[config.mk]
export PLATFORM = sky130hd
export DESIGN_NAME = adc_average_bcd_display_mux_core
export DESIGN_NICKNAME = d
export VERILOG_FILES = /design/src/adcvm_pkg.sv /design/src/adcvm_average.sv /design/src/adcvm_display.sv /design/src/adc_average_bcd_display_mux_core.sv
export VERILOG_INCLUDE_DIRS = /design/src /design/src/src
export SDC_FILE = /design/constraint.sdc
export NUM_CORES = 1
export LEC_CHECK = 0
export BUFFER_PORTS_ARGS = -buffer_cell sky130_fd_sc_hd__buf_2
export CAP_MARGIN = 20
export CORE_MARGIN = 1.5
export CORE_UTILIZATION = 50
export CTS_CLUSTER_DIAMETER = 150
export DETAILED_ROUTE_END_ITERATION = 10
export PLACE_DENSITY_LB_ADDON = 0.12
export SLEW_MARGIN = 5
export SYNTH_ARGS = -nofsm -noshare
export SYNTH_HDL_FRONTEND = slang
export SYNTH_SLANG_ARGS = --single-unit
export TNS_END_PERCENT = 20
[constraint.sdc]
create_clock -name i_clk -period 14.1 [get_ports i_clk]
set_input_delay 1.41 -clock i_clk [delete_from_list [all_inputs] [get_ports i_clk]]
set_output_delay 1.41 -clock i_clk [all_outputs]
set_load 0.005 [all_outputs]
[src/assert_macros.svh]
// Assertion macros shared by the RTL of the averaging voltmeter display block.
// Depends on nothing; the asserting module must provide i_clk and i_rst_n.
`ifndef ASSERT_MACROS_SVH
`define ASSERT_MACROS_SVH
`ifndef SYNTHESIS
`define ASSERT_PROP(label, prop, msg) \
    label: assert property (@(posedge i_clk) disable iff (!i_rst_n) prop) else $error(msg);
`define ASSERT_NEVER(label, expr, msg) \
    `ASSERT_PROP(label, !(expr), msg)
`else
`define ASSERT_PROP(label, prop, msg)
`define ASSERT_NEVER(label, expr, msg)
`endif
`endif

[src/adcvm_pkg.sv]
// Package for the averaging voltmeter display block: field widths, scaling
// constants, the result struct and the digit conversion functions. No dependencies.
`timescale 1ns / 1ps

package adcvm_pkg;

    localparam int SAMPLE_W    = 10;
    localparam int SEG_W       = 7;
    localparam int BCD_W       = 8;
    localparam int TENTHS_W    = 6;
    localparam int SCALED_W    = 16;
    localparam int SCALE_NUM   = 33;
    localparam int SCALE_ROUND = 511;
    localparam int FULL_SH     = 10;
    localparam int S_DATA_W    = 16;
    localparam int M_DATA_W    = 16;

    typedef struct packed {
        logic [SEG_W-1:0] segments;
        logic             low_digit_on;
        logic             high_digit_on;
    } t_disp_out;

    function automatic logic [SEG_W-1:0] seg_glyph(input logic [3:0] nib);
        logic [SEG_W-1:0] g;
        unique case (nib)
            4'h0: g = 7'h3F;
            4'h1: g = 7'h06;
            4'h2: g = 7'h5B;
            4'h3: g = 7'h4F;
            4'h4: g = 7'h66;
            4'h5: g = 7'h6D;
            4'h6: g = 7'h7D;
            4'h7: g = 7'h07;
            4'h8: g = 7'h7F;
            4'h9: g = 7'h6F;
            4'hA: g = 7'h77;
            4'hB: g = 7'h7C;
            4'hC: g = 7'h39;
            4'hD: g = 7'h5E;
            4'hE: g = 7'h79;
            default: g = 7'h71;
        endcase
        return g;
    endfunction

    function automatic logic [BCD_W-1:0] to_bcd(input logic [TENTHS_W-1:0] v);
        logic [3:0]          tens;
        logic [TENTHS_W-1:0] units;
        tens = 4'd0;
        for (int k = 1; k <= 6; k++) begin
            if (v >= TENTHS_W'(10 * k)) begin
                tens = 4'(k);
            end
        end
        units = v - TENTHS_W'(tens) * TENTHS_W'(10);
        return {tens, units[3:0]};
    endfunction

endpackage

[src/adcvm_average.sv]
// Sample accumulator with mean, scaling to tenths of a volt and BCD conversion.
// Depends on adcvm_pkg.
`timescale 1ns / 1ps

module adcvm_average #(
    parameter int SAMPLES_PER_MEAN = 8
) (
    input  logic                              i_clk,
    input  logic                              i_rst_n,
    input  logic                              i_sample_en,
    input  logic [adcvm_pkg::SAMPLE_W-1:0]    i_sample,
    output logic [adcvm_pkg::BCD_W-1:0]       o_bcd
);
    import adcvm_pkg::*;

    localparam int SUM_W  = $clog2(1023 * SAMPLES_PER_MEAN + 1);
    localparam int CNT_W  = $clog2(SAMPLES_PER_MEAN + 1);
    localparam int DIV_SH = SUM_W + $clog2(SAMPLES_PER_MEAN);
    localparam int RECIP  = ((1 << DIV_SH) + SAMPLES_PER_MEAN - 1) / SAMPLES_PER_MEAN;
    localparam int PROD_W = SUM_W + DIV_SH;

    logic [SUM_W-1:0]    r_sum, n_sum;
    logic [CNT_W-1:0]    r_cnt, n_cnt;
    logic [BCD_W-1:0]    r_bcd;
    logic [PROD_W-1:0]   mean_prod;
    logic [SAMPLE_W-1:0] mean;
    logic [SCALED_W-1:0] scaled;
    logic [SCALED_W-1:0] quot_sum;
    logic [TENTHS_W-1:0] tenths;
    logic                group_done;

    assign n_sum      = r_sum + SUM_W'(i_sample);
    assign n_cnt      = r_cnt + CNT_W'(1);
    assign group_done = (n_cnt == CNT_W'(SAMPLES_PER_MEAN));

    // The mean is a multiply by the rounded-up reciprocal, exact over the sum's range.
    assign mean_prod = PROD_W'(n_sum) * PROD_W'(RECIP);
    assign mean      = mean_prod[DIV_SH +: SAMPLE_W];

    // Division by 1023 uses x / (2^10 - 1) = (x + (x >> 10) + 1) >> 10 for this range.
    assign scaled   = SCALED_W'(mean) * SCALED_W'(SCALE_NUM) + SCALED_W'(SCALE_ROUND);
    assign quot_sum = scaled + (scaled >> FULL_SH) + SCALED_W'(1);
    assign tenths   = quot_sum[FULL_SH +: TENTHS_W];

    always_ff @(posedge i_clk) begin
        if (!i_rst_n) begin
            r_sum <= '0;
            r_cnt <= '0;
            r_bcd <= '0;
        end else if (i_sample_en) begin
            if (group_done) begin
                r_sum <= '0;
                r_cnt <= '0;
                r_bcd <= to_bcd(tenths);
            end else begin
                r_sum <= n_sum;
                r_cnt <= n_cnt;
            end
        end
    end

    assign o_bcd = r_bcd;

endmodule

[src/adcvm_display.sv]
// Digit multiplexer with the result register: picks the digit, looks up its
// segment pattern and drives its enable line. Depends on adcvm_pkg.
`timescale 1ns / 1ps

module adcvm_display (
    input  logic                          i_clk,
    input  logic                          i_rst_n,
    input  logic                          i_tick_en,
    input  logic [adcvm_pkg::BCD_W-1:0]   i_bcd,
    input  logic                          i_out_ready,
    output logic                          o_load_ready,
    output logic                          o_out_valid,
    output adcvm_pkg::t_disp_out          o_out
);
    import adcvm_pkg::*;

    logic      r_show_high;
    logic      r_out_valid;
    t_disp_out r_out;
    t_disp_out n_out;
    logic [3:0] digit;

    assign o_load_ready = !r_out_valid || i_out_ready;
    assign digit        = r_show_high ? i_bcd[7:4] : i_bcd[3:0];

    always_comb begin
        n_out.segments      = seg_glyph(digit);
        n_out.low_digit_on  = !r_show_high;
        n_out.high_digit_on = r_show_high;
    end

    always_ff @(posedge i_clk) begin
        if (!i_rst_n) begin
            r_show_high <= 1'b0;
            r_out_valid <= 1'b0;
        end else begin
            if (i_tick_en) begin
                r_show_high <= !r_show_high;
                r_out_valid <= 1'b1;
            end else if (i_out_ready) begin
                r_out_valid <= 1'b0;
            end
        end
    end

    always_ff @(posedge i_clk) begin
        if (i_tick_en) begin
            r_out <= n_out;
        end
    end

    assign o_out_valid = r_out_valid;
    assign o_out       = r_out;

endmodule

[src/adc_average_bcd_display_mux_core.sv]
// Averaging voltmeter with a two-digit multiplexed seven-segment display.
// An accepted item is held in the input register and is then either
// folded into the running group sum or turned into one display result in the
// output register. One item is accepted per cycle; a refresh tick waits in the
// input register only while the output register holds a result not yet taken.
// Every SAMPLES_PER_MEAN samples, the mean is scaled to tenths of a volt
// (0 to 33) and shown from the next tick on; ticks alternate units and tens.
// Depends on adcvm_pkg, adcvm_average, adcvm_display and assert_macros.svh.
`timescale 1ns / 1ps
`include "assert_macros.svh"

module adc_average_bcd_display_mux_core #(
    parameter int SAMPLES_PER_MEAN = 8
) (
    input  logic                             i_clk,
    input  logic                             i_rst_n,
    input  logic                             s_axis_tvalid,
    output logic                             s_axis_tready,
    input  logic [adcvm_pkg::S_DATA_W-1:0]   s_axis_tdata,  // [9:0] sample, rest zero
    input  logic                             s_axis_tuser,  // [0] kind
    output logic                             m_axis_tvalid,
    input  logic                             m_axis_tready,
    // [6:0] segments, [7] low_digit_on, [8] high_digit_on, rest zero
    output logic [adcvm_pkg::M_DATA_W-1:0]   m_axis_tdata
);
    import adcvm_pkg::*;

    logic                r_in_valid;
    logic                r_kind;
    logic [SAMPLE_W-1:0] r_sample;
    logic                advance;
    logic                sample_en;
    logic                tick_en;
    logic                load_ready;
    logic [BCD_W-1:0]    bcd;
    t_disp_out           disp;

    assign sample_en     = r_in_valid && !r_kind;
    assign tick_en       = r_in_valid && r_kind && load_ready;
    assign advance       = sample_en || tick_en;
    assign s_axis_tready = !r_in_valid || advance;

    always_ff @(posedge i_clk) begin
        if (!i_rst_n) begin
            r_in_valid <= 1'b0;
        end else if (s_axis_tready) begin
            r_in_valid <= s_axis_tvalid;
        end
    end

    always_ff @(posedge i_clk) begin
        if (s_axis_tvalid && s_axis_tready) begin
            r_kind   <= s_axis_tuser;
            r_sample <= s_axis_tdata[SAMPLE_W-1:0];
        end
    end

    adcvm_average #(
        .SAMPLES_PER_MEAN (SAMPLES_PER_MEAN)
    ) u_average (
        .i_clk       (i_clk),
        .i_rst_n     (i_rst_n),
        .i_sample_en (sample_en),
        .i_sample    (r_sample),
        .o_bcd       (bcd)
    );

    adcvm_display u_display (
        .i_clk        (i_clk),
        .i_rst_n      (i_rst_n),
        .i_tick_en    (tick_en),
        .i_bcd        (bcd),
        .i_out_ready  (m_axis_tready),
        .o_load_ready (load_ready),
        .o_out_valid  (m_axis_tvalid),
        .o_out        (disp)
    );

    assign m_axis_tdata = {{(M_DATA_W - SEG_W - 2){1'b0}},
                           disp.high_digit_on, disp.low_digit_on, disp.segments};

    `ASSERT_PROP(a_one_digit_on, m_axis_tvalid |-> $onehot({disp.high_digit_on, disp.low_digit_on}), "exactly one digit enable must be set on a result")
    `ASSERT_NEVER(a_ready_only_when_free, !s_axis_tready && !r_in_valid, "input stalled with an empty input register")
    `ASSERT_PROP(a_tick_held, (r_in_valid && r_kind && m_axis_tvalid && !m_axis_tready) |=> (r_in_valid && r_kind), "stalled refresh tick was lost")
    `ASSERT_PROP(a_digit_alternates, (tick_en && $past(tick_en)) |=> (disp.high_digit_on != $past(disp.high_digit_on)), "consecutive results must alternate digits")

endmodule

==> impl_metrics.env, run 1 <==
export IMPL_seq_area_frac_synth=0.300
export IMPL_routedWlPerCell_um=13.5
export IMPL_path_max_fanout=9
export IMPL_skew_ps=5.90
export IMPL_p_int_uw=258
export IMPL_fp_coreArea_mm2=0.00729
export IMPL_critPathCaptureType="flop"
export IMPL_first_pass_iters=4
export IMPL_fmax_mhz=126
export IMPL_h_tree_depth=2
export IMPL_yosysWarnings=0
export IMPL_async_flop_share=0
export IMPL_grt_ovfl_total=0
export IMPL_die_w_um=90.2
export IMPL_period_minus_slack_ps=7920
export IMPL_dp_hpwl_um=5640
export IMPL_maxCapViolations=0
export IMPL_syn_avg_cell_area_um2=8.95
export IMPL_num_antenna_cells=0
export IMPL_yosysUniqueCellTypes=65
export IMPL_cpMostUsedCell="ha_1"
export IMPL_seq_power_share=0.356
export IMPL_floorplan_die_height_um=90.2
export IMPL_min_period_over_period=0.562
export IMPL_final_cell_mix="ha_1 (47), nand2_1 (39), nor2_1 (33)"
export IMPL_cts_setup_buffers=0
export IMPL_io_buffers=25
export IMPL_place_congestion=0.824
export IMPL_vias=3004
export IMPL_required_ps=14310
export IMPL_fillers=723
export IMPL_cts_max_path_buffers=2
export IMPL_clk_pin_slew_ps=90
export IMPL_slew_violations=0
export IMPL_critical_path_class="flop to flop"
export IMPL_synth_area_leaders="edfxtp_1 (16%), ha_1 (15%), dfxtp_1 (14%), xnor2_1 (4.1%), nand2_1 (3.8%)"
export IMPL_switchingPower_uw=158
export IMPL_syn_area_mm2=0.00380
export IMPL_area_delta_synth_final_pct=7.11
export IMPL_relSlewSlack=0.465
export IMPL_grt_pass1_vias=2737
export IMPL_start_util=0.521
export IMPL_viasPerCell=5.49
export IMPL_status="completed"
export IMPL_antenna_found_initial=0
export IMPL_drcViolationCount=0
export IMPL_rsz0062_at_grt="no"
export IMPL_synth_edf_count=20
export IMPL_holdBufCountCts=0
export IMPL_grt_util_all_layers=0.187
export IMPL_cts_resized=0
export IMPL_clock_root_buffer="clkbuf_8"
export IMPL_worst_pin_slew_ps=800
export IMPL_ios=39
export IMPL_ys_ff_latch=47
export IMPL_synth_ff_type="dfxtp_1"
export IMPL_cellPowerDensity_mw_per_mm2=102
export IMPL_timing_hold_ws_ps=470
export IMPL_cp_slowest_cell="xor2_1"
export IMPL_num_rows=31
export IMPL_die_area_mm2=0.00814
export IMPL_drt_iter0_drc=140
export IMPL_wirelength_um=7360
export IMPL_clkLatencyLatePin_ps=300
export IMPL_power_leakage_uw=0.00166
export IMPL_arrival_ps=8130
export IMPL_synth_top_area_frac=0.158
export IMPL_yosysTopAreaCell="edfxtp_1"
export IMPL_finalSetupViolCount=0
export IMPL_tritoncts="yes"
export IMPL_tns_ps=0
export IMPL_final_layout_size_suffix_gt1_frac=0.114
export IMPL_cts_sinks=47
export IMPL_hold_violations=0
export IMPL_nets=519
export IMPL_grt_max_degree=31
export IMPL_swShare=0.380
export IMPL_numCtsBuffers=5
export IMPL_worstSetupStartpointType="flop"
export IMPL_pwr_share_clk=0.196
export IMPL_grt_first_pass_wirelength_um=12500
export IMPL_worstHoldPathType="flop to flop"
export IMPL_drtAntennaViolNets=0
export IMPL_final_common_cell="ha_1"
export IMPL_synth_cells=425
export IMPL_cpPeakStageDelay_ps=570
export IMPL_pwr_share_comb=0.447
export IMPL_peakVddDrop_uv=67.5
-- area by class of cell --
cell class	count	area, µm²	share of cell area
clock buffer	5	68.8	0.0169
timing repair buffer	26	133	0.0326
inverter	23	86.3	0.0212
sequential	47	1140	0.280
tap	99	124	0.0304
clock inverter	3	20.0	0.00492
multi-input combinational	344	2500	0.614
-- sequential cells by signal, indices dropped and copies added, names as in the netlist --
name and flops:
u_average.o_bcd 7, u_display.o_out_valid 1, u_display.o_out 9, u_display.r_show_high 1
u_average.r_sum 13, r_kind 1, r_sample 10, u_average.r_cnt 4
r_in_valid 1
-- cell families after synthesis --
logic type                 after synthesis  synth area share
and+or+nand+nor                        139             0.178
AOI/OAI and AO/OA                      113             0.213
adders and majority gates               52             0.179
DFF                                     47             0.300
buffers and inverters                   40            0.0484
xor gates and xnor gates                26            0.0619
muxes                                    7            0.0188
other                                    1          0.000986
-- cell usage after synthesis, types with 13 or more instances --
cell	count
edfxtp_1	20
nor2_1	33
xnor2_1	18
nor2b_1	14
nand3_1	14
inv_1	22
ha_1	47
nand2_1	39
dfxtp_1	27
a21oi_1	21
o21ai_0	13
-- stage by stage --
step,total power [µW],cell area [µm²],utilization,setup slack (ps),std cells
global placement,332,3980,0.546,6350,539
floorplan,301,3820,-,7130,431
detailed placement,336,3980,0.546,6280,539
finish,416,4070,0.559,6180,547
CTS,417,4070,0.559,6220,547
global route,446,4070,0.559,5700,547
-- path summary, 6_finish.rpt --
path / start / endpoint / slack (ps) / cells after the start
min reg2reg: u_average.o_bcd[5] / u_average.o_bcd[5] / 470 / 2
min: u_average.o_bcd[5] / u_average.o_bcd[5] / 470 / 2
max: r_sample[1] / u_average.o_bcd[2] / 6180 / 32
max reg2reg: r_sample[1] / u_average.o_bcd[2] / 6180 / 32
-- worst max-delay path, delay by kind of cell, from the launching register on --
kind	cells	cell delay, ps
multiplexers	1	130
AND/OR/NAND/NOR	5	670
buffers and inverters	3	350
AO/OA/AOI/OAI	11	2520
adder cells (fa/ha/maj)	9	2710
flip-flops	1	440
XOR/XNOR	3	1010
-- metal layers --
layer / global-route usage / routed length (µm) / vias up
met4: 0.0608 / 111 / 0
li1: - / - / 1563
met2: 0.314 / 3410 / 53
met5: 0 / 0 / -
met1: 0.250 / 3550 / 1378
met3: 0.0228 / 295 / 10
-- power by group through the flow --
| stage | clock [µW] | sequential, µW | combinational [µW] |
|---|---|---|---|
| 6_report | 81.6 | 148 | 186 |
| 2_1_floorplan | 0 | 151 | 150 |
| 5_1_grt | 88.8 | 149 | 208 |
| 3_3_place_gp | 0 | 151 | 181 |
| 3_5_place_dp | 0 | 151 | 185 |
| 4_1_cts | 83.1 | 148 | 186 |
Note: power is estimated with default switching activity, not from simulation.
==> run 2: changes to the inputs <==
- ABC_AREA: default -> 1
- clock period: 14.1 -> 7.5 ns (I/O delays scaled with it)
==> impl_metrics.env, run 2 <==
export IMPL_synth_commonest_cells="nand2_1 (126), inv_1 (71), ha_1 (47)"
export IMPL_regArea_mm2=0.00114
export IMPL_cpMostUsedCell="nand2_1"
export IMPL_synth_cells=540
export IMPL_place_congestion=0.889
export IMPL_vias=3319
export IMPL_cts_setup_buffers=0
export IMPL_maxCapViolations=0
export IMPL_crit_buf_inv=4
export IMPL_clkLatencyLatePin_ps=290
export IMPL_syn_area_mm2=0.00397
export IMPL_finalSetupViolCount=0
export IMPL_hp_start="u_average.r_sum[7]"
export IMPL_critical_path_class="flop to flop"
export IMPL_yosysTopAreaCell="edfxtp_1"
export IMPL_drtAntennaViolNets=0
export IMPL_ys_ff_latch=47
export IMPL_nets=640
export IMPL_rsz0062_at_grt="no"
export IMPL_grt_max_degree=21
export IMPL_largest_register="u_average.r_sum"
export IMPL_grt_ovfl_total=0
export IMPL_arrival_ps=7060
export IMPL_power_leakage_uw=0.00212
export IMPL_clk_pin_slew_ps=90
export IMPL_slew_violations=0
export IMPL_critPathCaptureType="flop"
export IMPL_routedWlPerCell_um=11.8
export IMPL_grt_first_pass_wirelength_um=13500
export IMPL_holdBufCountCts=0
export IMPL_hold_violations=0
export IMPL_drcViolationCount=0
export IMPL_yosysWarnings=0
export IMPL_floorplan_die_height_um=92.2
export IMPL_path_delay_family="adder cells"
export IMPL_viasPerCell=4.95
export IMPL_cpPeakStageDelay_ps=440
export IMPL_wirelength_um=7920
export IMPL_ios=39
export IMPL_worst_pin_slew_ps=914
export IMPL_tritoncts="yes"
export IMPL_cp_slowest_cell="ha_1"
export IMPL_min_period_over_period=0.914
export IMPL_fmax_mhz=146
export IMPL_yosysUniqueCellTypes=42
export IMPL_final_cell_mix="nand2_1 (126), inv_1 (71), ha_1 (47)"
export IMPL_h_tree_depth=2
export IMPL_worst_r2r_cell_count=45
export IMPL_numCtsBuffers=5
export IMPL_grt_util_all_layers=0.194
export IMPL_die_area_mm2=0.00849
export IMPL_num_rows=32
export IMPL_io_buffers=25
export IMPL_cts_resized=0
export IMPL_required_ps=7710
export IMPL_r2r_end="u_average.o_bcd[3]"
export IMPL_fp_coreArea_mm2=0.00773
export IMPL_path_max_fanout=7
export IMPL_rrSetupSlack_ps=650
export IMPL_skew_ps=8.86
export IMPL_antenna_found_initial=0
export IMPL_synth_top_area_frac=0.151
export IMPL_hold_depth=2
export IMPL_final_common_cell="nand2_1"
export IMPL_fin_util=0.555
export IMPL_synth_ff_type="dfxtp_1"
export IMPL_grt_pass1_vias=3104
export IMPL_hold_end="u_average.r_sum[7]"
export IMPL_multi_input_area_mm2=0.00249
export IMPL_fillers=779
export IMPL_async_flop_share=0
export IMPL_peakVddDrop_uv=153
export IMPL_relSlewSlack=0.388
export IMPL_syn_avg_cell_area_um2=7.36
export IMPL_worstHoldPathType="flop to flop"
export IMPL_dp_hpwl_um=6390
export IMPL_first_pass_iters=4
export IMPL_start_util=0.514
export IMPL_final_layout_size_suffix_gt1_frac=0.162
export IMPL_period_minus_slack_ps=6850
export IMPL_seq_area_frac_synth=0.287
export IMPL_status="completed"
export IMPL_cellPowerDensity_mw_per_mm2=217
export IMPL_worstSetupStartpointType="flop"
export IMPL_synth_most_common_cell="nand2_1"
export IMPL_tns_ps=0
export IMPL_cts_max_path_buffers=2
export IMPL_synth_edf_count=20
export IMPL_num_antenna_cells=0
export IMPL_reg2reg_from="r_sample[0]"
export IMPL_largest_reg_flops=13
export IMPL_drt_iter0_drc=92
export IMPL_synth_area_leaders="edfxtp_1 (15%), ha_1 (15%), dfxtp_1 (14%), nand2_1 (12%), inv_1 (6.7%)"
export IMPL_cts_sinks=47
export IMPL_clock_root_buffer="clkbuf_8"
export IMPL_area_delta_synth_final_pct=7.90
export IMPL_die_w_um=92.2
-- run 2: changes by cell type after synthesis, sizes merged, moves of 8 or more --
| cell | delta |
|---|---|
| and2 | -8 |
| xnor2 | -10 |
| nand3 | +26 |
| nand2b | -8 |
| nand2 | +116 |
| inv | +55 |
| nor2 | +11 |
| o211ai | -9 |
| a21oi | +20 |
| nor2b | -14 |
-- run 2: layout make-up --
| class | count | share of cell area |
|---|---|---|
| Clock inverter | 1 | 0.00117 |
| Tap cell | 102 | 0.0298 |
| Sequential cell | 47 | 0.266 |
| Clock buffer | 7 | 0.0201 |
| Multi-Input combinational cell | 408 | 0.581 |
| Timing Repair Buffer | 27 | 0.0327 |
| Inverter | 79 | 0.0692 |
-- run 2: how the worst max path moves through the flow --
stage                           start                  to  slack [ps]  depth (start not counted)
after detailed placement  r_sample[0]  u_average.o_bcd[3]         550                         45
after floorplan           r_sample[0]  u_average.o_bcd[3]        1390                         46
after global routing      r_sample[0]  u_average.o_bcd[3]          60                         45
after CTS                 r_sample[0]  u_average.o_bcd[3]         510                         45
after global placement    r_sample[0]  u_average.o_bcd[3]         710                         45
final                     r_sample[0]  u_average.o_bcd[3]         650                         45
-- run 2: worst min-delay path, stage by stage, from the launching register on --
cell and delay, ps:
dfxtp_1 320, nand2_1 60, a21oi_1 60
-- run 2: logic make-up after synthesis --
group / Yosys count / synth area share
buffers and inverters: 91 / 0.0935
other: 1 / 0.000944
adder cells (fa/ha/maj): 51 / 0.168
AO/OA/AOI/OAI: 77 / 0.106
AND/OR/NAND/NOR: 253 / 0.296
XOR/XNOR: 20 / 0.0488
flip-flops: 47 / 0.287
-- run 2: power breakdown --
part / switching, µW / internal, µW
combinational: 311 / 179
clock: 83.6 / 74.6
sequential: 4.61 / 277
-- run 2: metrics by stage --
| step | std cells | hold WS (ps) | power (µW) | instance area, µm² | setup WS, ps |
|---|---|---|---|---|---|
| final | 671 | 475 | 930 | 4290 | 646 |
| after global routing | 671 | 494 | 1010 | 4290 | 60.3 |
| after CTS | 671 | 476 | 936 | 4280 | 506 |
| after detailed placement | 663 | 464 | 775 | 4190 | 548 |
| after global placement | 663 | 456 | 766 | 4190 | 707 |
| after floorplan | 546 | 449 | 677 | 4000 | 1390 |
-- run 2: layer usage --
layer  vias up  track usage  wire [µm]
met2        38        0.351       3860
met5         -            0          0
li1       1785            -          -
met3         2       0.0282        183
met4         0       0.0218         20
met1      1494        0.252       3850
==> run 3: changes to the inputs <==
- CTS_BUF_LIST: default -> sky130_fd_sc_hd__clkbuf_4 sky130_fd_sc_hd__clkbuf_8
==> impl_metrics.env, run 3 (synthesis results as in run 2) <==
export IMPL_period_minus_slack_ps=6850
export IMPL_grt_first_pass_wirelength_um=13500
export IMPL_clock_root_buffer="clkbuf_8"
export IMPL_fmax_mhz=146
export IMPL_num_rows=32
export IMPL_worstSetupStartpointType="flop"
export IMPL_tritoncts="yes"
export IMPL_dp_hpwl_um=6390
export IMPL_critPathCaptureType="flop"
export IMPL_antenna_found_initial=0
export IMPL_drt_iter0_drc=92
export IMPL_arrival_ps=7050
export IMPL_routedWlPerCell_um=11.7
export IMPL_critical_path_class="flop to flop"
export IMPL_path_max_fanout=7
export IMPL_worstHoldPathType="flop to flop"
export IMPL_grt_max_degree=21
export IMPL_relSlewSlack=0.391
export IMPL_min_period_over_period=0.913
export IMPL_grt_util_all_layers=0.194
export IMPL_crit_start="r_sample[0]"
export IMPL_rsz0062_at_grt="no"
export IMPL_cts_max_path_buffers=2
export IMPL_final_layout_size_suffix_gt1_frac=0.163
export IMPL_final_cell_area_mm2=0.00429
export IMPL_finalSetupViolCount=0
export IMPL_grt_pass1_vias=3104
export IMPL_skew_ps=8.93
export IMPL_die_area_mm2=0.00849
export IMPL_cp_depth=45
export IMPL_cpPeakStageDelay_ps=440
export IMPL_io_buffers=25
export IMPL_start_util=0.514
export IMPL_drcViolationCount=0
export IMPL_largest_reg_flops=13
export IMPL_worst_pin_slew_ps=910
export IMPL_grt_ovfl_total=0
export IMPL_dpl_instance_area_mm2=0.00419
export IMPL_num_antenna_cells=0
export IMPL_setup_slack_ps=654
export IMPL_clk_pin_slew_ps=90
export IMPL_nets=640
export IMPL_hp_start="u_average.r_sum[9]"
export IMPL_path_delay_family="adder cells"
export IMPL_worst_r2r_cell_count=45
export IMPL_ios=39
export IMPL_die_w_um=92.2
export IMPL_tns_ps=0
export IMPL_floorplan_die_height_um=92.2
export IMPL_first_pass_iters=4
export IMPL_place_ws_ps=548
export IMPL_area_delta_synth_final_pct=8.00
export IMPL_final_cell_mix="nand2_1 (126), inv_1 (71), ha_1 (47)"
export IMPL_crit_buf_inv=4
export IMPL_cts_sinks=47
export IMPL_final_common_cell="nand2_1"
export IMPL_viasPerCell=4.94
export IMPL_fp_coreArea_mm2=0.00773
export IMPL_cellPowerDensity_mw_per_mm2=217
export IMPL_reg2reg_from="r_sample[0]"
export IMPL_vias=3318
export IMPL_clkLatencyLatePin_ps=290
export IMPL_drtAntennaViolNets=0
export IMPL_wirelength_um=7880
export IMPL_slew_violations=0
export IMPL_largest_register="u_average.r_sum"
export IMPL_place_congestion=0.889
export IMPL_cts_setup_buffers=0
export IMPL_power_leakage_uw=0.00213
export IMPL_status="completed"
export IMPL_fin_util=0.555
export IMPL_p_total_uw=933
export IMPL_numCtsBuffers=5
export IMPL_required_ps=7700
export IMPL_cpMostUsedCell="nand2_1"
export IMPL_hold_depth=2
export IMPL_holdBufCountCts=0
export IMPL_h_tree_depth=2
export IMPL_peakVddDrop_uv=152
export IMPL_hold_violations=0
export IMPL_cp_slowest_cell="ha_1"
export IMPL_maxCapViolations=0
==> run 3: per-layer routing <==
metal  up-vias  global-route usage  wire, µm
li1       1785                   -         -
met1      1489               0.252      3840
met2        42               0.351      3820
met3         2              0.0282       204
met4         0              0.0218        20
met5         -                   0         0
==> run 3: area by class of cell <==
class	count	area, µm²
Tap cell	102	128
Clock buffer	7	90.1
Clock inverter	1	5.00
Sequential cell	47	1140
Fill cell	778	3440
Multi-Input combinational cell	408	2490
Inverter	79	297
Timing Repair Buffer	27	140
==> run 3: repair_timing <==
action	CTS	global route
resized for setup	0	1
hold endpoints to repair	0	0
setup endpoints to repair	0	1
==> run 3: path summary, 6_finish.rpt <==
kind,slack (ps),end
max reg2reg,650,u_average.o_bcd[3]
min,480,u_average.r_sum[9]
min reg2reg,480,u_average.r_sum[9]
max,650,u_average.o_bcd[3]
==> run 3: per-stage QoR <==
step | hold slack [ps] | std cells
2_1_floorplan | 449 | 546
3_3_place_gp | 456 | 663
3_5_place_dp | 464 | 663
4_1_cts | 476 | 671
5_1_grt | 494 | 671
6_report | 475 | 671
==> run 3: power by group <==
group          internal, µW  switching, µW
Clock                  78.2           83.1
Combinational           179            311
Sequential              277           4.62
Total                   534            398
==> run 3: worst register-to-register path, delay by kind of cell (launching register included) <==
family                     cells  cell delay (ps)
buffers and inverters          4              220
adders and majority gates      9             2720
and+or+nand+nor               26             2260
DFF                            1              380
xor gates and xnor gates       3              750
AOI/OAI and AO/OA              3              470
